--- src/hdl/grc_pkg.sv ---
// grc_pkg: shared types and constants of the grid ray caster
// no dependencies; used by grc_div, grid_ray_caster_unit, grc_checker and testbench
package grc_pkg;

	localparam int unsigned MAP_SIDE  = 64;
	localparam int unsigned COORD_W   = 6;
	localparam int unsigned MAP_DEPTH = MAP_SIDE * MAP_SIDE;
	localparam int unsigned MAP_AW    = 2 * COORD_W;
	localparam int unsigned KIND_W    = 4;
	localparam int unsigned FRAC_BITS = 16;
	localparam int unsigned DIV_W     = 33;

	localparam logic [KIND_W-1:0] KIND_EMPTY = 4'd0;
	localparam logic [KIND_W-1:0] DOOR_KIND  = 4'd6;

	localparam int unsigned CFG_IDX_W = 3;
	localparam logic [CFG_IDX_W-1:0] CFG_POS_X   = 3'd0;
	localparam logic [CFG_IDX_W-1:0] CFG_POS_Y   = 3'd1;
	localparam logic [CFG_IDX_W-1:0] CFG_DIR_X   = 3'd2;
	localparam logic [CFG_IDX_W-1:0] CFG_DIR_Y   = 3'd3;
	localparam logic [CFG_IDX_W-1:0] CFG_PLANE_X = 3'd4;
	localparam logic [CFG_IDX_W-1:0] CFG_PLANE_Y = 3'd5;
	localparam logic [CFG_IDX_W-1:0] CFG_WIDTH   = 3'd6;

	localparam logic [0:0] CMD_WRITE = 1'b0;
	localparam logic [0:0] CMD_CAST  = 1'b1;

	localparam logic [21:0] RST_POS_X   = 22'd131072;
	localparam logic [21:0] RST_POS_Y   = 22'd131072;
	localparam logic [17:0] RST_DIR_X   = 18'h30000;
	localparam logic [17:0] RST_DIR_Y   = 18'd0;
	localparam logic [17:0] RST_PLANE_X = 18'd0;
	localparam logic [17:0] RST_PLANE_Y = 18'd43253;
	localparam logic [12:0] RST_WIDTH   = 13'd640;

	typedef struct packed {
		logic start;
		logic done;
	} div_ctl_t;

	typedef enum logic [10:0] {
		S_CLEAR = 11'b00000000001,
		S_IDLE  = 11'b00000000010,
		S_CAM   = 11'b00000000100,
		S_MUL   = 11'b00000001000,
		S_RAY   = 11'b00000010000,
		S_RX    = 11'b00000100000,
		S_RY    = 11'b00001000000,
		S_SETUP = 11'b00010000000,
		S_STEP  = 11'b00100000000,
		S_CHECK = 11'b01000000000,
		S_DONE  = 11'b10000000000
	} state_t;

endpackage

--- src/hdl/grc_div.sv ---
// grc_div: radix-2 restoring divider, one quotient bit per cycle
// depends on grc_pkg for the control struct
module grc_div import grc_pkg::*; #(
	parameter int unsigned W = 33
) (
	input  logic         clk,
	input  logic         arst_n,
	input  logic         start,
	input  logic [W-1:0] num,
	input  logic [W-1:0] den,
	output div_ctl_t     ctl,
	output logic [W-1:0] quo
);

	localparam int unsigned CNT_W = $clog2(W);

	logic             busy_q;
	logic             done_q;
	logic [CNT_W-1:0] cnt_q;
	logic [W-1:0]     rem_q;
	logic [W-1:0]     quo_q;
	logic [W-1:0]     den_q;
	logic [W:0]       rem_shift;
	logic [W+1:0]     diff;
	logic             qbit;

	assign rem_shift = {rem_q, quo_q[W-1]};
	assign diff      = {1'b0, rem_shift} - {2'b00, den_q};
	assign qbit      = ~diff[W+1];

	always_ff @(posedge clk or negedge arst_n) begin
		if (!arst_n) begin
			busy_q <= 1'b0;
			done_q <= 1'b0;
			cnt_q  <= '0;
		end else begin
			done_q <= 1'b0;
			if (start) begin
				busy_q <= 1'b1;
				cnt_q  <= '0;
			end else if (busy_q) begin
				cnt_q <= cnt_q + 1'b1;
				if (cnt_q == CNT_W'(W - 1)) begin
					busy_q <= 1'b0;
					done_q <= 1'b1;
				end
			end
		end
	end

	always_ff @(posedge clk) begin
		if (start) begin
			quo_q <= num;
			den_q <= den;
			rem_q <= '0;
		end else if (busy_q) begin
			rem_q <= qbit ? diff[W-1:0] : rem_shift[W-1:0];
			quo_q <= {quo_q[W-2:0], qbit};
		end
	end

	assign ctl.start = start;
	assign ctl.done  = done_q;
	assign quo       = quo_q;

endmodule

--- config.mk ---
export PLATFORM = sky130hd
export DESIGN_NAME = grc_div
export DESIGN_NICKNAME = d
export VERILOG_FILES = /design/src/hdl/grc_pkg.sv /design/src/hdl/grc_div.sv
export SDC_FILE = /design/constraint.sdc
export NUM_CORES = 1
export LEC_CHECK = 0
export BUFFER_PORTS_ARGS = -buffer_cell sky130_fd_sc_hd__buf_2
export CORE_MARGIN = 2
export CORE_UTILIZATION = 60
export CTS_CLUSTER_DIAMETER = 80
export CTS_CLUSTER_SIZE = 40
export DETAILED_ROUTE_END_ITERATION = 16
export PLACE_DENSITY = 0.82
export SLEW_MARGIN = 10
export SYNTH_ARGS = -nofsm -noshare
export SYNTH_HDL_FRONTEND = slang
export SYNTH_SLANG_ARGS = --single-unit
--- constraint.sdc ---
create_clock -name clk -period 4.4 [get_ports clk]
set_input_delay 0.22 -clock clk [delete_from_list [all_inputs] [get_ports clk]]
set_output_delay 0.22 -clock clk [all_outputs]
set_load 0.05 [all_outputs]
==> impl_metrics.py <==
metrics = {
    "run_status": {
        "outcome": "finished clean",
    },
    "critical_path": {
        "worstPathArrival_ns": 3.48,
        "crit_path_end_kind": "flop",
        "cpMostUsedCell": "inv_1",
        "r2r_start": "quo[32]",
        "slowest_delay_ns": 0.60,
        "rrSetupSlack_ns": 1.23,
        "r2r_cells": 12,
        "required_ns": 4.71,
        "reg2reg_to": "rem_q[29]",
        "crit_chain": "inv_1 -> ha_1 -> inv_1 -> fa_1 -> a21oi_1 -> o211ai_1 -> nand4_1 -> a21o_1 -> o211ai_4 -> a31o_2 -> nand2_1 -> o31ai_1",
        "cp_max_fo": 25,
        "worstSetupPathType": "flop to flop",
        "slowest_stage": "a31o_2",
        "cp-start-kind": "flop",
    },
    "timing": {
        "fin_crit_sh_pct": 72.0,
        "rsz0062_at_grt": "false",
        "fmax_ghz": 0.316,
        "fin_tns_setup_ns": 0,
        "worst_pin_slew_ns": 0.701,
        "maxSlewViolCount": 0,
        "min_period_ns": 3.17,
        "relSlewSlack_pct": 53.2,
        "setup-violations-final": 0,
        "postLayoutSetupSlackWorst_ns": 1.23,
        "hold_viol": 0,
        "skew_ns": 0.0205,
    },
    "finish": {
        "syn_to_final_growth_pct": 18.0,
        "drive_gt1_share_pct": 22.5,
        "final_nets": 834,
        "diodes": 0,
        "seq_area_um2": 2840,
        "nFillCells": 688,
        "multi_input_area_um2": 2980,
    },
    "routing": {
        "drt-initial-drc-count": 321,
        "vias": 5103,
        "wl_um": 13900,
        "drc": 0,
        "routedWlPerCell_um": 16.1,
        "antenna_left": 0,
        "dr.pass1.iters": 4,
        "via_per_inst": 5.89,
    },
    "synthesis": {
        "synthDistinctLibCells": 61,
        "seq_area_frac_synth_pct": 46.4,
        "syn-num-nets": 713,
        "netlist_area_um2": 6130,
        "synth_ff_type": "edfxtp_1",
        "postSynthCellCount": 608,
        "async_reset_ff_share_pct": 7.48,
        "yosysWarnings": 0,
        "synthTopCellsByArea": "edfxtp_1 32%, dfxtp_1 11%, ha_1 7.1%",
        "yosys.area.top_type": "edfxtp_1",
        "synth_top_area_share_pct": 32.3,
        "synth_edf_count": 66,
        "synth_seq_cells": 107,
        "syn_avg_cell_area_um2": 10.1,
    },
    "clock_tree": {
        "cts_tree": "done",
        "clkLatencyLatePin_ns": 0.40,
        "cts_buffers": 9,
        "clockBufferDepth": 2,
        "clock-sinks": 107,
        "cts.repair.resized": 0,
        "cts.repair_timing.setup_buffer_count": 0,
        "root_buffer": "clkbuf_8",
        "cts-htree-levels": 3,
        "cts.clk_slew.worst_paths_ns": 0.12,
    },
    "power_and_ir_drop": {
        "totalPowerFinal_mw": 3.18,
        "power-per-cell-area_nw_per_um2": 439,
        "p_leak_nw": 3.14,
        "ir_drop_v": 0.000316,
    },
    "placement": {
        "place_ws_ns": 1.26,
        "dp_hpwl_um": 9630,
        "numPortBuffers": 103,
        "place.gp.congestion": 0.948,
    },
    "grt": {
        "grt.overflow.total": 0,
        "grt_pass1_wl_um": 23300,
        "grt_pass1_vias": 5022,
        "antenna_found_initial": 0,
        "grtUsageTotal_pct": 26.1,
        "grt_start_max_net_pins": 62,
    },
    "hold_path": {
        "hold_depth": 2,
        "holdPathEnd": "quo[4]",
        "holdCritPathClass": "primary input to flop",
        "min_from": "num[4]",
    },
    "floorplanning": {
        "num_io_pins": 104,
        "die_y_um": 105,
        "start_util_pct": 62.2,
        "rows": 36,
        "core_um2": 9860,
        "design.die.area_um2": 11000,
        "die_w_um": 105,
    },
    "job": {
        "cap_viol_max_count": 0,
    },
}
==> per-stage QoR <==
stage          utilization [%]  area (um2)  std cells  hold WS, ns
2_1_floorplan                -        6130        608      -0.0756
3_3_place_gp              67.9        6700        817       0.0632
3_5_place_dp              67.9        6700        817       0.0706
4_1_cts                   73.4        7240        867       0.0987
5_1_grt                   73.4        7240        867        0.105
6_report                  73.4        7240        867        0.118
==> how the worst max path moves through the flow <==
stage | startpoint | to | slack [ns] | depth (start not counted)
after global routing | quo[32] | rem_q[28] | 0.96 | 12
after global placement | quo[32] | rem_q[29] | 1.38 | 12
after detailed placement | quo[32] | rem_q[29] | 1.26 | 12
after floorplan | quo[32] | quo[0] | 1.32 | 13
after CTS | quo[32] | rem_q[29] | 1.22 | 12
final | quo[32] | rem_q[29] | 1.23 | 12
==> cell usage after synthesis, types with 15 or more instances <==
| cell type | count |
|---|---|
| o21ai_0 | 23 |
| inv_1 | 47 |
| ha_1 | 35 |
| clkbuf_1 | 19 |
| mux2_2 | 33 |
| a21oi_1 | 29 |
| a21o_1 | 18 |
| dfxtp_1 | 33 |
| xnor2_1 | 15 |
| a311oi_1 | 21 |
| edfxtp_1 | 66 |
| nand2_1 | 66 |
| nor2_1 | 49 |
==> critical path, delay by kind of cell (launching register included) <==
family,cells,cell delay [ns]
adder cells (fa/ha/maj),2,0.40
flip-flops,1,0.36
buffers and inverters,2,0.13
AND/OR/NAND/NOR,2,0.47
AO/OA/AOI/OAI,6,1.72
==> state kept, by name (all words and copies together) (netlist names) <==
register	flops
busy_q	1
cnt_q	6
den_q	33
done_q	1
quo	33
rem_q	33
==> per-layer routing <==
metal	GRT usage (%)	up-vias	wire (um)
met5	0	-	0
met4	9.43	0	333
met3	6.80	35	908
met2	45.0	191	6970
met1	31.3	2413	5710
li1	-	2464	-
==> repair_timing <==
| item | in CTS | in global routing |
|---|---|---|
| endpoints found under the setup margin | 0 | 0 |
| hold buffers | 34 | 0 |
| endpoints found under the hold margin | 41 | 0 |
==> cells in the final DEF, fill, tap and decap left out, types with 3 or more instances in the layout <==
cell,count
dfrtp_1,8
and2_1,6
mux2_2,33
nor2_1,49
o211ai_1,6
or3_1,4
nor3b_1,4
inv_1,46
nand4_1,8
edfxtp_1,66
a41oi_1,4
nor2b_1,4
o21a_1,3
o21bai_1,7
buf_2,102
dfxtp_1,33
ha_1,35
a311oi_1,21
o21ai_0,23
mux2i_1,3
dlygate4sd3_1,34
nand2_1,66
xnor2_1,15
a31oi_1,6
clkbuf_8,9
nor3_1,9
a21oi_1,29
a211oi_1,6
a32oi_1,5
nand3_1,11
buf_4,4
xor2_1,13
a21o_1,18
==> final cells by class <==
type / instances / share of cell area [%]
clock inverters: 7 / 0.985
well taps: 133 / 2.30
multi-input cells: 424 / 41.1
repair buffers: 140 / 12.2
flip-flops and latches: 107 / 39.3
inverters: 47 / 2.44
clock buffers: 9 / 1.71
==> power by group <==
part | total [mW] | internal, mW | switching [mW]
sequential | 1.32 | 1.21 | 0.105
combinational | 1.26 | 0.486 | 0.774
clock | 0.601 | 0.221 | 0.379
total | 3.18 | 1.92 | 1.26
==> cell families after synthesis <==
family                     Yosys count  synth area share, %
AOI/OAI and AO/OA                  149                 17.4
xor gates and xnor gates            28                 4.00
adders and majority gates           36                 7.47
buffers and inverters               77                 5.10
DFF                                107                 46.4
muxes                               36                 6.55
and+or+nand+nor                    175                 13.2
Note: power is estimated with default switching activity, not from simulation.
